===== src/hw/rtl/ring_buffer_fifo_defines.svh =====
// Assertion macros shared by the ring buffer FIFO modules.
`ifndef RING_BUFFER_FIFO_DEFINES_SVH
`define RING_BUFFER_FIFO_DEFINES_SVH

// Condition that must hold at every clock edge outside reset.
`define RBF_ASSERT_ALWAYS(lbl, cond, msg) \
  lbl: assert property (@(posedge clk_i) disable iff (!rst_ni) (cond)) else $error(msg);

// Consequence that must hold in the cycle after the antecedent.
`define RBF_ASSERT_NEXT(lbl, ante, cons, msg) \
  lbl: assert property (@(posedge clk_i) disable iff (!rst_ni) (ante) |=> (cons)) \
    else $error(msg);

`endif


===== src/hw/rtl/rbf_pkg.sv =====
// Package with the types and constants of the ring buffer FIFO.
`timescale 1ns / 1ps
package rbf_pkg;

  localparam int unsigned DEPTH      = 16;
  localparam int unsigned DATA_WIDTH = 32;
  localparam int unsigned PTR_W      = (DEPTH > 1) ? $clog2(DEPTH) : 1;
  localparam int unsigned CNT_W      = $clog2(DEPTH + 1);

  localparam int unsigned REQ_W  = 3;
  localparam int unsigned WORD_W = 32;
  localparam int unsigned STAT_W = 2;
  localparam int unsigned OCC_W  = 5;
  localparam int unsigned CAP_W  = 5;
  localparam int unsigned OUT_W  = 48;

  typedef enum logic [REQ_W-1:0] {
    REQ_PUSH  = 3'd0,
    REQ_POP   = 3'd1,
    REQ_FRONT = 3'd2,
    REQ_BACK  = 3'd3,
    REQ_CLEAR = 3'd4
  } req_e;

  typedef enum logic [STAT_W-1:0] {
    STAT_OK    = 2'd0,
    STAT_FULL  = 2'd1,
    STAT_EMPTY = 2'd2
  } status_e;

  typedef enum logic {
    CS_IDLE = 1'b0,
    CS_EXEC = 1'b1
  } ctrl_state_e;

  typedef struct packed {
    logic exec;      // request accepted this cycle
    logic load_out;  // move the finished result into the output register
  } rbf_cmd_t;

  // Capacity in use: zero counts as one, anything above DEPTH as DEPTH.
  function automatic logic [CNT_W-1:0] eff_cap(input logic [CAP_W-1:0] value);
    logic [CNT_W-1:0] res;
    if (value == '0) begin
      res = CNT_W'(1);
    end else if (32'(value) > DEPTH) begin
      res = CNT_W'(DEPTH);
    end else begin
      res = CNT_W'(value);
    end
    return res;
  endfunction

  // Pointer step with wrap at the capacity in use.
  function automatic logic [PTR_W-1:0] ptr_adv(input logic [PTR_W-1:0] p,
                                               input logic [CNT_W-1:0] cap);
    logic [CNT_W:0] nxt;
    nxt = (CNT_W+1)'(p) + (CNT_W+1)'(1);
    return (nxt >= (CNT_W+1)'(cap)) ? '0 : nxt[PTR_W-1:0];
  endfunction

endpackage


===== src/hw/rtl/rbf_ctrl.sv =====
// Controller state machine sequencing request execution and result hand-off.
`timescale 1ns / 1ps
module rbf_ctrl
  import rbf_pkg::*;
(
  input  logic     clk_i,
  input  logic     rst_ni,
  input  logic     in_valid_i,
  output logic     in_ready_o,
  output logic     out_valid_o,
  input  logic     out_ready_i,
  output rbf_cmd_t cmd_o
);

  ctrl_state_e state_q, state_d;
  logic        out_valid_q, out_valid_d;

  always_ff @(posedge clk_i or negedge rst_ni) begin
    if (!rst_ni) begin
      state_q     <= CS_IDLE;
      out_valid_q <= 1'b0;
    end else begin
      state_q     <= state_d;
      out_valid_q <= out_valid_d;
    end
  end

  always_comb begin
    state_d        = state_q;
    in_ready_o     = 1'b0;
    cmd_o.exec     = 1'b0;
    cmd_o.load_out = 1'b0;
    unique case (state_q)
      CS_IDLE: begin
        in_ready_o = 1'b1;
        if (in_valid_i) begin
          cmd_o.exec = 1'b1;
          state_d    = CS_EXEC;
        end
      end
      CS_EXEC: begin
        // The result waits here until the output register has room.
        if (!out_valid_q || out_ready_i) begin
          cmd_o.load_out = 1'b1;
          state_d        = CS_IDLE;
        end
      end
      default: state_d = CS_IDLE;
    endcase

    if (cmd_o.load_out) begin
      out_valid_d = 1'b1;
    end else if (out_ready_i) begin
      out_valid_d = 1'b0;
    end else begin
      out_valid_d = out_valid_q;
    end
  end

  assign out_valid_o = out_valid_q;

endmodule


===== src/hw/rtl/rbf_datapath.sv =====
// Datapath: entry memory, pointers, occupancy count and the result register.
`timescale 1ns / 1ps
`include "ring_buffer_fifo_defines.svh"
module rbf_datapath
  import rbf_pkg::*;
(
  input  logic             clk_i,
  input  logic             rst_ni,
  input  rbf_cmd_t         cmd_i,
  input  logic [REQ_W-1:0] req_type_i,
  input  logic [WORD_W-1:0] wr_data_i,
  input  logic             cfg_we_i,
  input  logic [CAP_W-1:0] cfg_data_i,
  output logic [OUT_W-1:0] result_o
);

  logic [DATA_WIDTH-1:0] mem [DEPTH];

  logic [CNT_W-1:0] cap_q, cap_d;
  logic [PTR_W-1:0] head_q, head_d;
  logic [PTR_W-1:0] tail_q, tail_d;
  logic [CNT_W-1:0] cnt_q, cnt_d;

  logic             we;
  logic             hit;
  status_e          stat;
  logic [PTR_W-1:0] raddr;

  logic [DATA_WIDTH-1:0] rd_word_q;
  logic                  hit_q;
  status_e               stat_q;
  logic [CNT_W-1:0]      res_cnt_q;

  logic [WORD_W-1:0] out_rd_q;
  status_e           out_stat_q;
  logic [OCC_W-1:0]  out_occ_q;
  logic              out_full_q;
  logic              out_empty_q;

  always_comb begin
    cap_d  = cap_q;
    head_d = head_q;
    tail_d = tail_q;
    cnt_d  = cnt_q;
    we     = 1'b0;
    hit    = 1'b0;
    stat   = STAT_OK;
    raddr  = head_q;
    if (cfg_we_i) begin
      // A new capacity also empties the buffer.
      cap_d  = eff_cap(cfg_data_i);
      head_d = '0;
      tail_d = '0;
      cnt_d  = '0;
    end else if (cmd_i.exec) begin
      unique case (req_type_i)
        REQ_PUSH: begin
          if (cnt_q >= cap_q) begin
            stat = STAT_FULL;
          end else begin
            we     = 1'b1;
            tail_d = ptr_adv(tail_q, cap_q);
            cnt_d  = cnt_q + CNT_W'(1);
          end
        end
        REQ_POP: begin
          if (cnt_q == '0) begin
            stat = STAT_EMPTY;
          end else begin
            head_d = ptr_adv(head_q, cap_q);
            cnt_d  = cnt_q - CNT_W'(1);
          end
        end
        REQ_FRONT: begin
          if (cnt_q == '0) begin
            stat = STAT_EMPTY;
          end else begin
            hit = 1'b1;
          end
        end
        REQ_BACK: begin
          raddr = (tail_q == '0) ? PTR_W'(cap_q - CNT_W'(1)) : tail_q - PTR_W'(1);
          if (cnt_q == '0) begin
            stat = STAT_EMPTY;
          end else begin
            hit = 1'b1;
          end
        end
        REQ_CLEAR: begin
          head_d = '0;
          tail_d = '0;
          cnt_d  = '0;
        end
        default: begin
        end
      endcase
    end
  end

  always_ff @(posedge clk_i or negedge rst_ni) begin
    if (!rst_ni) begin
      cap_q  <= CNT_W'(DEPTH);
      head_q <= '0;
      tail_q <= '0;
      cnt_q  <= '0;
    end else begin
      cap_q  <= cap_d;
      head_q <= head_d;
      tail_q <= tail_d;
      cnt_q  <= cnt_d;
    end
  end

  // Single write port at the tail, registered read at the selected entry.
  always_ff @(posedge clk_i) begin
    if (we) begin
      mem[tail_q] <= wr_data_i[DATA_WIDTH-1:0];
    end
    if (cmd_i.exec) begin
      rd_word_q <= mem[raddr];
    end
  end

  always_ff @(posedge clk_i) begin
    if (cmd_i.exec) begin
      hit_q     <= hit;
      stat_q    <= stat;
      res_cnt_q <= cnt_d;
    end
  end

  always_ff @(posedge clk_i) begin
    if (cmd_i.load_out) begin
      out_rd_q    <= hit_q ? WORD_W'(rd_word_q) : '0;
      out_stat_q  <= stat_q;
      out_occ_q   <= OCC_W'(res_cnt_q);
      out_full_q  <= (res_cnt_q == cap_q);
      out_empty_q <= (res_cnt_q == '0);
    end
  end

  assign result_o = {(OUT_W - WORD_W - STAT_W - OCC_W - 2)'(0),
                     out_empty_q, out_full_q, out_occ_q, out_stat_q, out_rd_q};

  `RBF_ASSERT_ALWAYS(a_cnt_in_cap, cnt_q <= cap_q, "occupancy exceeds capacity")
  `RBF_ASSERT_ALWAYS(a_ptr_in_cap, (CNT_W'(head_q) < cap_q) && (CNT_W'(tail_q) < cap_q), "pointer beyond capacity")
  `RBF_ASSERT_NEXT(a_push_counts, cmd_i.exec && !cfg_we_i && (req_type_i == REQ_PUSH) && (cnt_q < cap_q), cnt_q == $past(cnt_q) + CNT_W'(1), "accepted push did not raise occupancy")

endmodule


===== src/hw/rtl/ring_buffer_fifo.sv =====
// Top level of the ring buffer FIFO: controller, datapath and ports.
//
// Requests arrive on the s_axis stream: tuser carries the request kind
// (push, pop, read front, read back, clear) and tdata the word to push.
// Each request produces exactly one result word on the m_axis stream
// with the read word, a status code, the occupancy after the request
// and the full and empty flags.
// A request first updates the pointers and reads the entry memory
// through its registered read port, then moves the result into the
// output register. A new request is taken only once the previous
// result has moved into the output register.
// The user must write the capacity register on the cfg channel only
// while no request is in flight; the block does not enforce it.
// A write also empties the buffer. Reset empties the buffer and sets the
// capacity to the full depth; the stored words are not cleared.
// When the receiver stalls, the result is held in the output register
// and one more request is still taken; the block then waits with it
// until the output register is free.
`timescale 1ns / 1ps
module ring_buffer_fifo
  import rbf_pkg::*;
(
  input  logic              clk_i,
  input  logic              rst_ni,
  input  logic              s_axis_tvalid,
  output logic              s_axis_tready,
  input  logic [WORD_W-1:0] s_axis_tdata,  // wr_data
  input  logic [REQ_W-1:0]  s_axis_tuser,  // req_type
  output logic              m_axis_tvalid,
  input  logic              m_axis_tready,
  // rd_data, status, occupancy, full_flag, empty_flag, zero padding
  output logic [OUT_W-1:0]  m_axis_tdata,
  input  logic              cfg_valid_i,
  output logic              cfg_ready_o,
  input  logic [CAP_W-1:0]  cfg_data_i       // capacity
);

  rbf_cmd_t cmd;

  assign cfg_ready_o = 1'b1;

  rbf_ctrl u_ctrl (
    .clk_i       (clk_i),
    .rst_ni      (rst_ni),
    .in_valid_i  (s_axis_tvalid),
    .in_ready_o  (s_axis_tready),
    .out_valid_o (m_axis_tvalid),
    .out_ready_i (m_axis_tready),
    .cmd_o       (cmd)
  );

  rbf_datapath u_datapath (
    .clk_i      (clk_i),
    .rst_ni     (rst_ni),
    .cmd_i      (cmd),
    .req_type_i (s_axis_tuser),
    .wr_data_i  (s_axis_tdata),
    .cfg_we_i   (cfg_valid_i),
    .cfg_data_i (cfg_data_i),
    .result_o   (m_axis_tdata)
  );

endmodule

===== config.mk =====
export PLATFORM = sky130hd
export DESIGN_NAME = ring_buffer_fifo
export DESIGN_NICKNAME = d
export VERILOG_FILES = /design/src/hw/rtl/rbf_pkg.sv /design/src/hw/rtl/rbf_ctrl.sv /design/src/hw/rtl/rbf_datapath.sv /design/src/hw/rtl/ring_buffer_fifo.sv
export VERILOG_INCLUDE_DIRS = /design/src /design/src/hw/rtl
export SDC_FILE = /design/constraint.sdc
export NUM_CORES = 1
export LEC_CHECK = 0
export BUFFER_PORTS_ARGS = -buffer_cell sky130_fd_sc_hd__buf_2
export CAP_MARGIN = 40
export CORE_MARGIN = 10
export CORE_UTILIZATION = 50
export DETAILED_ROUTE_END_ITERATION = 8
export PLACE_DENSITY = 0.67
export SYNTH_ARGS = -nofsm -noshare
export SYNTH_HDL_FRONTEND = slang
export SYNTH_HIERARCHICAL = 1
export SYNTH_SLANG_ARGS = --single-unit
export TNS_END_PERCENT = 10

===== constraint.sdc =====
create_clock -name clk_i -period 8.8 [get_ports clk_i]
set_clock_uncertainty 0.2 [all_clocks]
set_input_delay 0.44 -clock clk_i [delete_from_list [all_inputs] [get_ports clk_i]]
set_output_delay 0.44 -clock clk_i [all_outputs]
set_load 0.005 [all_outputs]

## Word level (Yosys, flattened, before mapping)

Memory sizes are Yosys's and may differ from the RTL's. A register that Yosys moved wholly into a read port is not among the register bits.
Index checks and enable logic that the tools add are counted.
W data, S select, Z words.

- Register bits: 69
- Memory bits (writable): 512
- Bits of input ports: 45
- Output and inout port bits: 51
- Word-level logic and storage cells: 90
- Memories: 1

- Add/sub/neg operators: 6
- Order comparisons: 4
- Eq/ne operators: 7
- Muxes and demuxes: 40
- Bitwise gates (word level): 2
- Reduce and logical (&&, ||, !) cells: 16

Memories:

| memory | words | bits a word | rd ports | clocked after memory_dff | write ports | RTL line | source |
|---|---|---|---|---|---|---|---|
| u_datapath.mem | 16 | 32 | 1 | 1 | 1 | rbf_datapath.sv:17 | `logic [DATA_WIDTH-1:0] mem [DEPTH];` |

Operator list:

| kind | count |
|---|---|
| $mux W4 | 12 |
| $mux W5 | 6 |
| $mux W1 | 16 |
| $pmux W4 S2 | 2 |
| $ge A5 B5 Y1 | 3 |
| $logic_not A5 Y1 | 3 |
| $pmux W5 S3 | 1 |
| $add A4 B1 Y5 const B | 2 |
| $sub A4 B1 Y4 const B | 2 |
| $eq A3 B2 Y1 const B | 2 |
| $ne A3 B3 Y1 const B | 2 |
| $reduce_and A3 Y1 | 2 |
| $reduce_bool A3 Y1 | 2 |
| $add A5 B1 Y5 const B | 1 |
| $eq A5 B5 Y1 | 1 |
| $gt A5 B5 Y1 const B | 1 |
| $sub A5 B1 Y5 const B | 1 |
| $logic_not A4 Y1 | 1 |
| $pmux W2 S2 | 1 |
| $reduce_bool A2 Y1 | 2 |
| $reduce_or A2 Y1 | 2 |
| $eq A3 B1 Y1 const B | 1 |
| $eq A3 B3 Y1 const B | 1 |
| $logic_not A3 Y1 | 1 |
| 6 further kinds | 7 |

## Depth between registers and ports, before layout

Gate-level depths: netlist of run 1.

- Word-level depth: 7
- Gate-level depth with buffers: 13
- Depth with buffers taken out: 11

## Modules after synthesis

The synthesis of run 1 kept the hierarchy.

Modules (own cells, without submodules):

| module | instances | cells an instance | area an instance (µm²) | seq. area each (µm²) |
|---|---|---|---|---|
| rbf_datapath | 1 | 1393 | 25130.4 | 18258.8 |
| rbf_ctrl | 1 | 9 | 101.3 | 50.0 |
| ring_buffer_fifo | 1 | 2 | 11.3 | 0.0 |

## Least setup slack after synthesis of run 1

OpenSTA, ideal clock, no wires.

- Kind: input port to flip-flop
- Start: input port s_axis_tvalid
- End: memory u_datapath.mem[4][0], enable pin
- Setup time: 0.513 ns
- Arrival: 5.559 ns
- Required time: 8.087 ns
- Setup slack: 2.528 ns
- Stages on the path: 3
- Path buffers: 0
- Path through: nor2b_2 > nand4b_1 > nor4b_1

- Cells in the longest elaborated chain, start to end: 6

Ends and longest elaborated chain:

| what | RTL line | source |
|---|---|---|
| start, declared | ring_buffer_fifo.sv:25 | `input logic s_axis_tvalid,` |
| $mux W1 | rbf_ctrl.sv:36 | `if (in_valid_i) begin` |
| $mux W1 | rbf_ctrl.sv:33 | `unique case (state_q)` |
| $mux W1 | rbf_datapath.sv:55 | `end else if (cmd_i.exec) begin` |
| $mux W1 | rbf_datapath.sv:49 | `if (cfg_we_i) begin` |
| $mux W1 | rbf_datapath.sv:116 | `if (we) begin` |
| $mux W1 (not written as such) | rbf_datapath.sv:117 | `mem[tail_q] <= wr_data_i[DATA_WIDTH-1:0];` |
| end, declared | rbf_datapath.sv:17 |  |

Every way passes these cells.

## Worst setup path in the final report of run 1

- Start: register u_datapath.tail_q[0]
- End: register u_datapath.rd_word_q[29], read port of u_datapath.mem, data pin

- Cells in the longest elaborated chain, start to end: 5
- Elaborated cells between the ends (all ways): 6
- Those cells by class: 1 x add/sub; 4 x mux; 1 x reduce/logical

Ends and longest elaborated chain:

| what | RTL line | source |
|---|---|---|
| start, declared | rbf_datapath.sv:21 | `logic [PTR_W-1:0] tail_q, tail_d;` |
| start signal, assigned | rbf_datapath.sv:109 | `tail_q <= tail_d;` |
| $sub A4 B1 Y4 or $logic_not A4 Y1 (tied branches) | rbf_datapath.sv:82 | `raddr = (tail_q == '0) ? PTR_W'(cap_q - CNT_W'(1)) : tail_q - PTR_W'(1);` |
| $mux W4 * | rbf_datapath.sv:82 |  |
| $mux W4 * | rbf_datapath.sv:56 | `unique case (req_type_i)` |
| $mux W4 * | rbf_datapath.sv:55 |  |
| $mux W4 * | rbf_datapath.sv:49 |  |
| end, declared | rbf_datapath.sv:29 | `logic [DATA_WIDTH-1:0] rd_word_q;` |

Mark *: on every way between the ends. The rest lies on a longest branch, timed or not.
A chain may end at the register's enable or synchronous reset.

==> results.py, run 1 <==
metrics = {
    "setup_path": {
        "reg2reg_depth": 12,
        "cp-end-kind": "flip-flop",
        "critical_path_required_ns": 8.95,
        "rrSetupSlack_ns": 4.14,
        "cp-start-kind": "flip-flop",
        "crit_arrival_ns": 4.81,
        "crit_type": "reg2reg",
        "path_max_fanout": 122,
    },
    "sta": {
        "report.final.slew_viol_count": 0,
        "fmax_mhz": 214.6,
        "fin_tns_setup_ns": 0,
        "relSlewSlack": 0.2355,
        "hold_slack_ns": 0.04831,
        "setup_violations": 0,
        "timing.final.ws_setup_ns": 4.140,
        "min_period_over_period": 0.5295,
        "period_minus_slack_ns": 4.660,
        "tightestPinTransition_ns": 1.147,
        "rsz0062_at_grt": "false",
        "hold_viol_final": 0,
    },
    "placement": {
        "gp_congestion": 0.7670,
        "hpwlAfterDp_um": 25990,
        "port_buffers": 87,
        "placed_cells": 2120,
        "place_ws_ns": 4.122,
        "post_dp_cell_area_um2": 26330,
    },
    "global_route": {
        "grt_max_degree": 129,
        "grt.busiest_layer": "met2",
        "grt.met3_usage": 0.03106,
        "use_met1": 0.2207,
        "grtUsageTotal": 0.1691,
        "met2_usage": 0.2873,
        "grt_pass1_wl_um": 76770,
        "grt-ovfl-total": 0,
        "antenna_found_initial": 4,
        "grt_pass1_vias": 12380,
    },
    "clock_tree": {
        "cts_buffer_depth": 3,
        "cts_root_buf": "clkbuf_16",
        "cts_num_sinks": 613,
        "clk-insertion-delay-late_ns": 0.63,
        "htree_num_levels": 2,
        "path_clk_slew_ns": 0.06,
        "numCtsBuffers": 60,
        "cts_tree": "done",
        "ctsResizeCount": 0,
    },
    "drt": {
        "drc": 0,
        "wl_per_cell_um": 22.45,
        "dr_total_vias": 12380,
        "wirelength_um": 51030,
        "drtIter0Drc": 733,
        "viasPerCell": 5.447,
        "drtPass1Iterations": 5,
        "detail-route-antenna-nets": 0,
    },
    "flow_run": {
        "maxCapViolCount": 0,
    },
    "synthesis": {
        "yosysWarnings": 6,
        "syn_area_per_cell_um2": 17.98,
        "syn-cell-area_um2": 25240,
        "postSynthCellCount": 1404,
        "ys_seq_area_frac": 0.7253,
        "synth-async-reset-ratio": 0.03263,
        "yosysUniqueCellTypes": 49,
        "ys_seq_elements": 613,
        "synth_edf_count": 593,
        "synth_flop_cell": "edfxtp_1",
    },
    "power": {
        "peakVddDrop_mv": 0.1800,
        "pwr-share-seq": 0.548,
        "total_power_mw": 5.977,
        "internal_power_mw": 4.765,
        "p_comb_frac": 0.036,
        "p_sw_mw": 1.212,
        "p_per_area_nw_per_um2": 208.6,
        "p_sw_frac": 0.2027,
        "pwr-share-clk": 0.417,
        "p_leak_nw": 9.878,
    },
    "cells_and_area": {
        "mostFrequentLayoutCells": "593 x edfxtp_1, 482 x mux2i_1, 87 x buf_2, 60 x clkbuf_16, 39 x dlygate4sd3_1",
        "final_util": 0.5722,
        "drive_gt1_frac": 0.1426,
        "fill_cells": 3812,
        "syn2layout_area_growth_pct": 13.50,
        "fin_nets": 1617,
        "final_common_cell": "edfxtp_1",
        "layoutNonFillerInstCount": 2273,
        "final_cell_area_um2": 28650,
    },
    "hold_path": {
        "holdCritPathClass": "in2reg",
        "hold_depth": 3,
    },
    "floorplan": {
        "core_area_um2": 50070,
        "initial_core_util": 0.5042,
        "rows": 82,
        "die_width_um": 244.7,
        "dieArea_um2": 59870,
        "io-pin-count": 96,
        "die_y_um": 244.7,
    },
    "run_status": {
        "status": "complete, no violations",
    },
}
[critical path, stage by stage (launching register included)]
cell     delay [ns]
dfrtp_1        0.48
inv_1          0.15
ha_1           0.28
nor3b_2        0.38
nor2_1         0.09
a21oi_1        0.27
ha_1           0.32
mux2i_4        0.55
buf_12         0.51
mux2i_1        0.30
mux2i_1        0.11
mux2i_1        0.23
mux2i_1        0.10
[power groups by stage]
stage | combinational (mW) | clock [mW] | sequential [mW]
detailed placement | 0.203 | 0 | 3.33
global route | 0.238 | 2.66 | 3.28
floorplan | 0.105 | 0 | 3.33
finish | 0.214 | 2.49 | 3.27
CTS | 0.219 | 2.54 | 3.27
global placement | 0.197 | 0 | 3.33
[worst paths after layout]
path / from / to
min in group asynchronous: rst_ni / u_datapath/cap_q[2]
max in group asynchronous: rst_ni / u_datapath/cap_q[4]
worst max-delay path: u_datapath/tail_q[0] / u_datapath/rd_word_q[29]
worst max register to register: u_datapath/tail_q[0] / u_datapath/rd_word_q[29]
worst min register to register: u_datapath/stat_q[1] / u_datapath/out_stat_q[1]
worst min-delay path: cfg_valid_i / u_datapath/cap_q[4]
[cell usage after synthesis, drive strengths merged, types with 4 or more instances]
library cell  number  share of area
a21o               7         0.0021
xor2               5         0.0017
mux2i            484           0.19
buf               60          0.019
dfrtp             19          0.019
xnor2              6         0.0021
o21ai             16         0.0032
nand2b             8         0.0026
clkbuf            15         0.0022
nand3              4        0.00079
ha                23          0.011
nand2             21         0.0031
nor2              12         0.0018
and2              41          0.010
and4               5         0.0017
edfxtp           593           0.71
a21oi             14         0.0028
nor3               8         0.0016
o22ai              4        0.00099
nor4b              7         0.0024
inv               15         0.0022
[routing by layer]
| layer | up-vias | share of wire |
|---|---|---|
| met5 | - | 0.00041 |
| met4 | 4 | 0.019 |
| met3 | 72 | 0.043 |
| met2 | 253 | 0.50 |
| met1 | 6319 | 0.44 |
| li1 | 5734 | - |
[kinds of logic after synthesis]
| kind of cell | after synthesis | synth area share |
|---|---|---|
| AOI/OAI and AO/OA | 55 | 0.01328 |
| xor gates and xnor gates | 11 | 0.003817 |
| adders and majority gates | 23 | 0.01140 |
| buffers and inverters | 90 | 0.02300 |
| DFF | 613 | 0.7253 |
| muxes | 486 | 0.1933 |
| other | 2 | 0.0002975 |
| and+or+nand+nor | 124 | 0.02959 |
[final cells by class]
| cell class | count | area, um^2 | area share |
|---|---|---|---|
| diodes | 2 | 5.005 | 0.0001747 |
| clock buffers | 74 | 1554 | 0.05424 |
| clock inverters | 38 | 375.4 | 0.01310 |
| inverters | 15 | 56.30 | 0.001965 |
| multi-input cells | 707 | 6452 | 0.2252 |
| flip-flops and latches | 613 | 18310 | 0.6390 |
| well taps | 672 | 840.8 | 0.02935 |
| repair buffers | 152 | 1059 | 0.03695 |
[sequential cells by signal, indices dropped and copies added, names as in the netlist, 2 cells and up]
signal and flops:
u_datapath/rd_word_q 32, u_datapath/cnt_q 5, u_datapath/mem 512, u_datapath/tail_q 4, u_datapath/stat_q 2, u_datapath/out_stat_q 2
u_datapath/out_rd_q 32, u_datapath/out_occ_q 5, u_datapath/head_q 4, u_datapath/cap_q 5, u_datapath/res_cnt_q 5
[repair_timing]
item	CTS	global route
hold endpoints to repair	539	0
hold buffers	39	0
setup buffers	0	0
(Power assumes the default switching activity.)
==> run 2: changes to the inputs <==
- PLACE_DENSITY: 0.67 -> 0.69
- clock period: 8.8 -> 3.9 ns (I/O delays scaled with it)
==> results.py, run 2 (synthesized netlist as in run 1, its figures left out) <==
metrics = {
    "run_status": {
        "status": "complete, no violations",
    },
    "global_route": {
        "grt-ovfl-total": 0,
        "antenna_found_initial": 2,
        "grt_pass1_vias": 12800,
        "grt_pass1_wl_um": 78180,
        "grt_max_degree": 73,
        "grtUsageTotal": 0.1710,
    },
    "floorplan": {
        "die_y_um": 244.7,
        "rows": 82,
        "core_area_um2": 50070,
        "dieArea_um2": 59870,
        "initial_core_util": 0.5042,
        "io-pin-count": 96,
        "die_width_um": 244.7,
    },
    "cells_and_area": {
        "top_regs": "u_datapath/mem x512, u_datapath/out_rd_q x32, u_datapath/rd_word_q x32",
        "final_common_cell": "edfxtp_1",
        "largest_reg_flops": 512,
        "mostFrequentLayoutCells": "593 x edfxtp_1, 482 x mux2i_1, 87 x buf_2, 61 x clkbuf_16, 57 x dlygate4sd3_1",
        "fin_nets": 1666,
        "drive_gt1_frac": 0.1535,
        "final_cell_area_um2": 29310,
        "syn2layout_area_growth_pct": 16.12,
        "fill_cells": 3780,
        "top_register": "u_datapath/mem",
    },
    "clock_tree": {
        "clk-insertion-delay-late_ns": 0.63,
        "htree_num_levels": 2,
        "cts_num_sinks": 613,
        "cts_tree": "done",
        "path_clk_slew_ns": 0.06,
        "cts_buffer_depth": 3,
        "numCtsBuffers": 59,
        "cts_root_buf": "clkbuf_16",
    },
    "sta": {
        "hold_slack_ns": 0.02732,
        "fmax_mhz": 273.2,
        "period_minus_slack_ns": 3.660,
        "fin_tns_setup_ns": 0,
        "rsz0062_at_grt": "false",
        "min_period_over_period": 0.9384,
        "hold_viol_final": 0,
        "timing.final.ws_setup_ns": 0.2401,
        "relSlewSlack": 0.4170,
        "tightestPinTransition_ns": 0.8745,
        "report.final.slew_viol_count": 0,
        "setup_violations": 0,
    },
    "setup_path": {
        "r2r-start": "u_datapath/tail_q[0]",
        "cp_slowest_cell": "dfrtp_1",
        "path_max_fanout": 32,
        "slowest_delay_ns": 0.46,
        "rrSetupSlack_ns": 0.24,
        "cp_common_cell": "mux2i_1",
        "crit_arrival_ns": 3.81,
        "critical_path_required_ns": 4.05,
        "cp-end-kind": "flip-flop",
        "critPathBufInv": 4,
        "critPathLaunch": "u_datapath/tail_q[0]",
        "path_cells": "inv_1 > ha_1 > nor3b_4 > buf_4 > nor2_1 > a21oi_1 > ha_1 > mux2i_4 > buf_12 > buf_12 > mux2i_1 > mux2i_1 > mux2i_1 > mux2i_1",
        "cp-start-kind": "flip-flop",
        "crit_type": "reg2reg",
        "path_delay_family": "multiplexers",
    },
    "placement": {
        "port_buffers": 87,
        "gp_congestion": 0.7935,
        "hpwlAfterDp_um": 28040,
        "post_dp_cell_area_um2": 26920,
        "place_ws_ns": 0.08406,
    },
    "drt": {
        "detail-route-antenna-nets": 0,
        "drtPass1Iterations": 5,
        "dr_total_vias": 12690,
        "wirelength_um": 51430,
        "viasPerCell": 5.468,
        "drc": 0,
        "drtIter0Drc": 904,
        "wl_per_cell_um": 22.16,
    },
    "hold_path": {
        "hp-start": "s_axis_tvalid",
        "holdCritPathClass": "in2reg",
    },
    "power": {
        "peakVddDrop_mv": 0.3173,
        "p_per_area_nw_per_um2": 448.5,
        "p_leak_nw": 10.16,
    },
    "flow_run": {
        "maxCapViolCount": 0,
    },
}
-- run 2: what timing repair did --
item / CTS / global route
resized for setup: 0 / 3
endpoints found under the setup margin: 0 / 31
hold endpoints to repair: 553 / 0
buffers inserted: 0 / 1
hold buffers: 57 / 0
-- run 2: where the power goes --
| group | leakage [nW] | internal, mW | total, mW | switching [mW] |
|---|---|---|---|---|
| Clock | 0.871 | 2.93 | 5.24 | 2.31 |
| Sequential | 5.65 | 7.34 | 7.37 | 0.0376 |
| Combinational | 3.65 | 0.209 | 0.532 | 0.323 |
-- run 2: worst register-to-register path: cells and delay by family (launching register included) --
family                   cells  cell delay [ns]
multiplexers                 5             0.91
buffers and inverters        4             0.88
adder cells (fa/ha/maj)      2             0.54
flip-flops                   1             0.46
AND/OR/NAND/NOR              2             0.29
AO/OA/AOI/OAI                1             0.12
-- run 2: metrics by stage --
step                      utilization  total power, mW  std cells
after CTS                      0.5846            13.28       2318
after floorplan                     -            7.750       1410
after global placement         0.5376            7.983       2150
after detailed placement       0.5376            8.000       2150
after global routing           0.5854            13.61       2321
final                          0.5854            13.15       2321
-- run 2: final timing paths --
kind / to / depth (start not counted)
worst max-delay path: u_datapath/rd_word_q[16] / 14
worst min-delay path: u_datapath/head_q[0] / 6
worst max register to register: u_datapath/rd_word_q[16] / 14
worst min register to register: u_datapath/out_stat_q[1] / 0
max in group asynchronous: u_datapath/tail_q[0] / 5
min in group asynchronous: u_datapath/cap_q[4] / 3
-- run 2: metal layers --
metal | wire length, um | global-route usage | vias to the layer above
met2 | 25470 | 0.2889 | 268
met5 | 11 | 0 | -
met4 | 1234 | 0.05753 | 2
met3 | 1976 | 0.02889 | 81
met1 | 22740 | 0.2210 | 6495
li1 | - | - | 5845
-- run 2: layout make-up --
| type | instances | area (um^2) | share of cell area |
|---|---|---|---|
| multi-input cells | 707 | 6489 | 0.2214 |
| inverters | 15 | 56.30 | 0.001921 |
| clock buffers | 78 | 1590 | 0.05425 |
| diodes | 1 | 2.502 | 0.00008537 |
| repair buffers | 202 | 1832 | 0.06249 |
| well taps | 672 | 840.8 | 0.02868 |
| flip-flops and latches | 613 | 18310 | 0.6246 |
| clock inverters | 33 | 192.7 | 0.006574 |
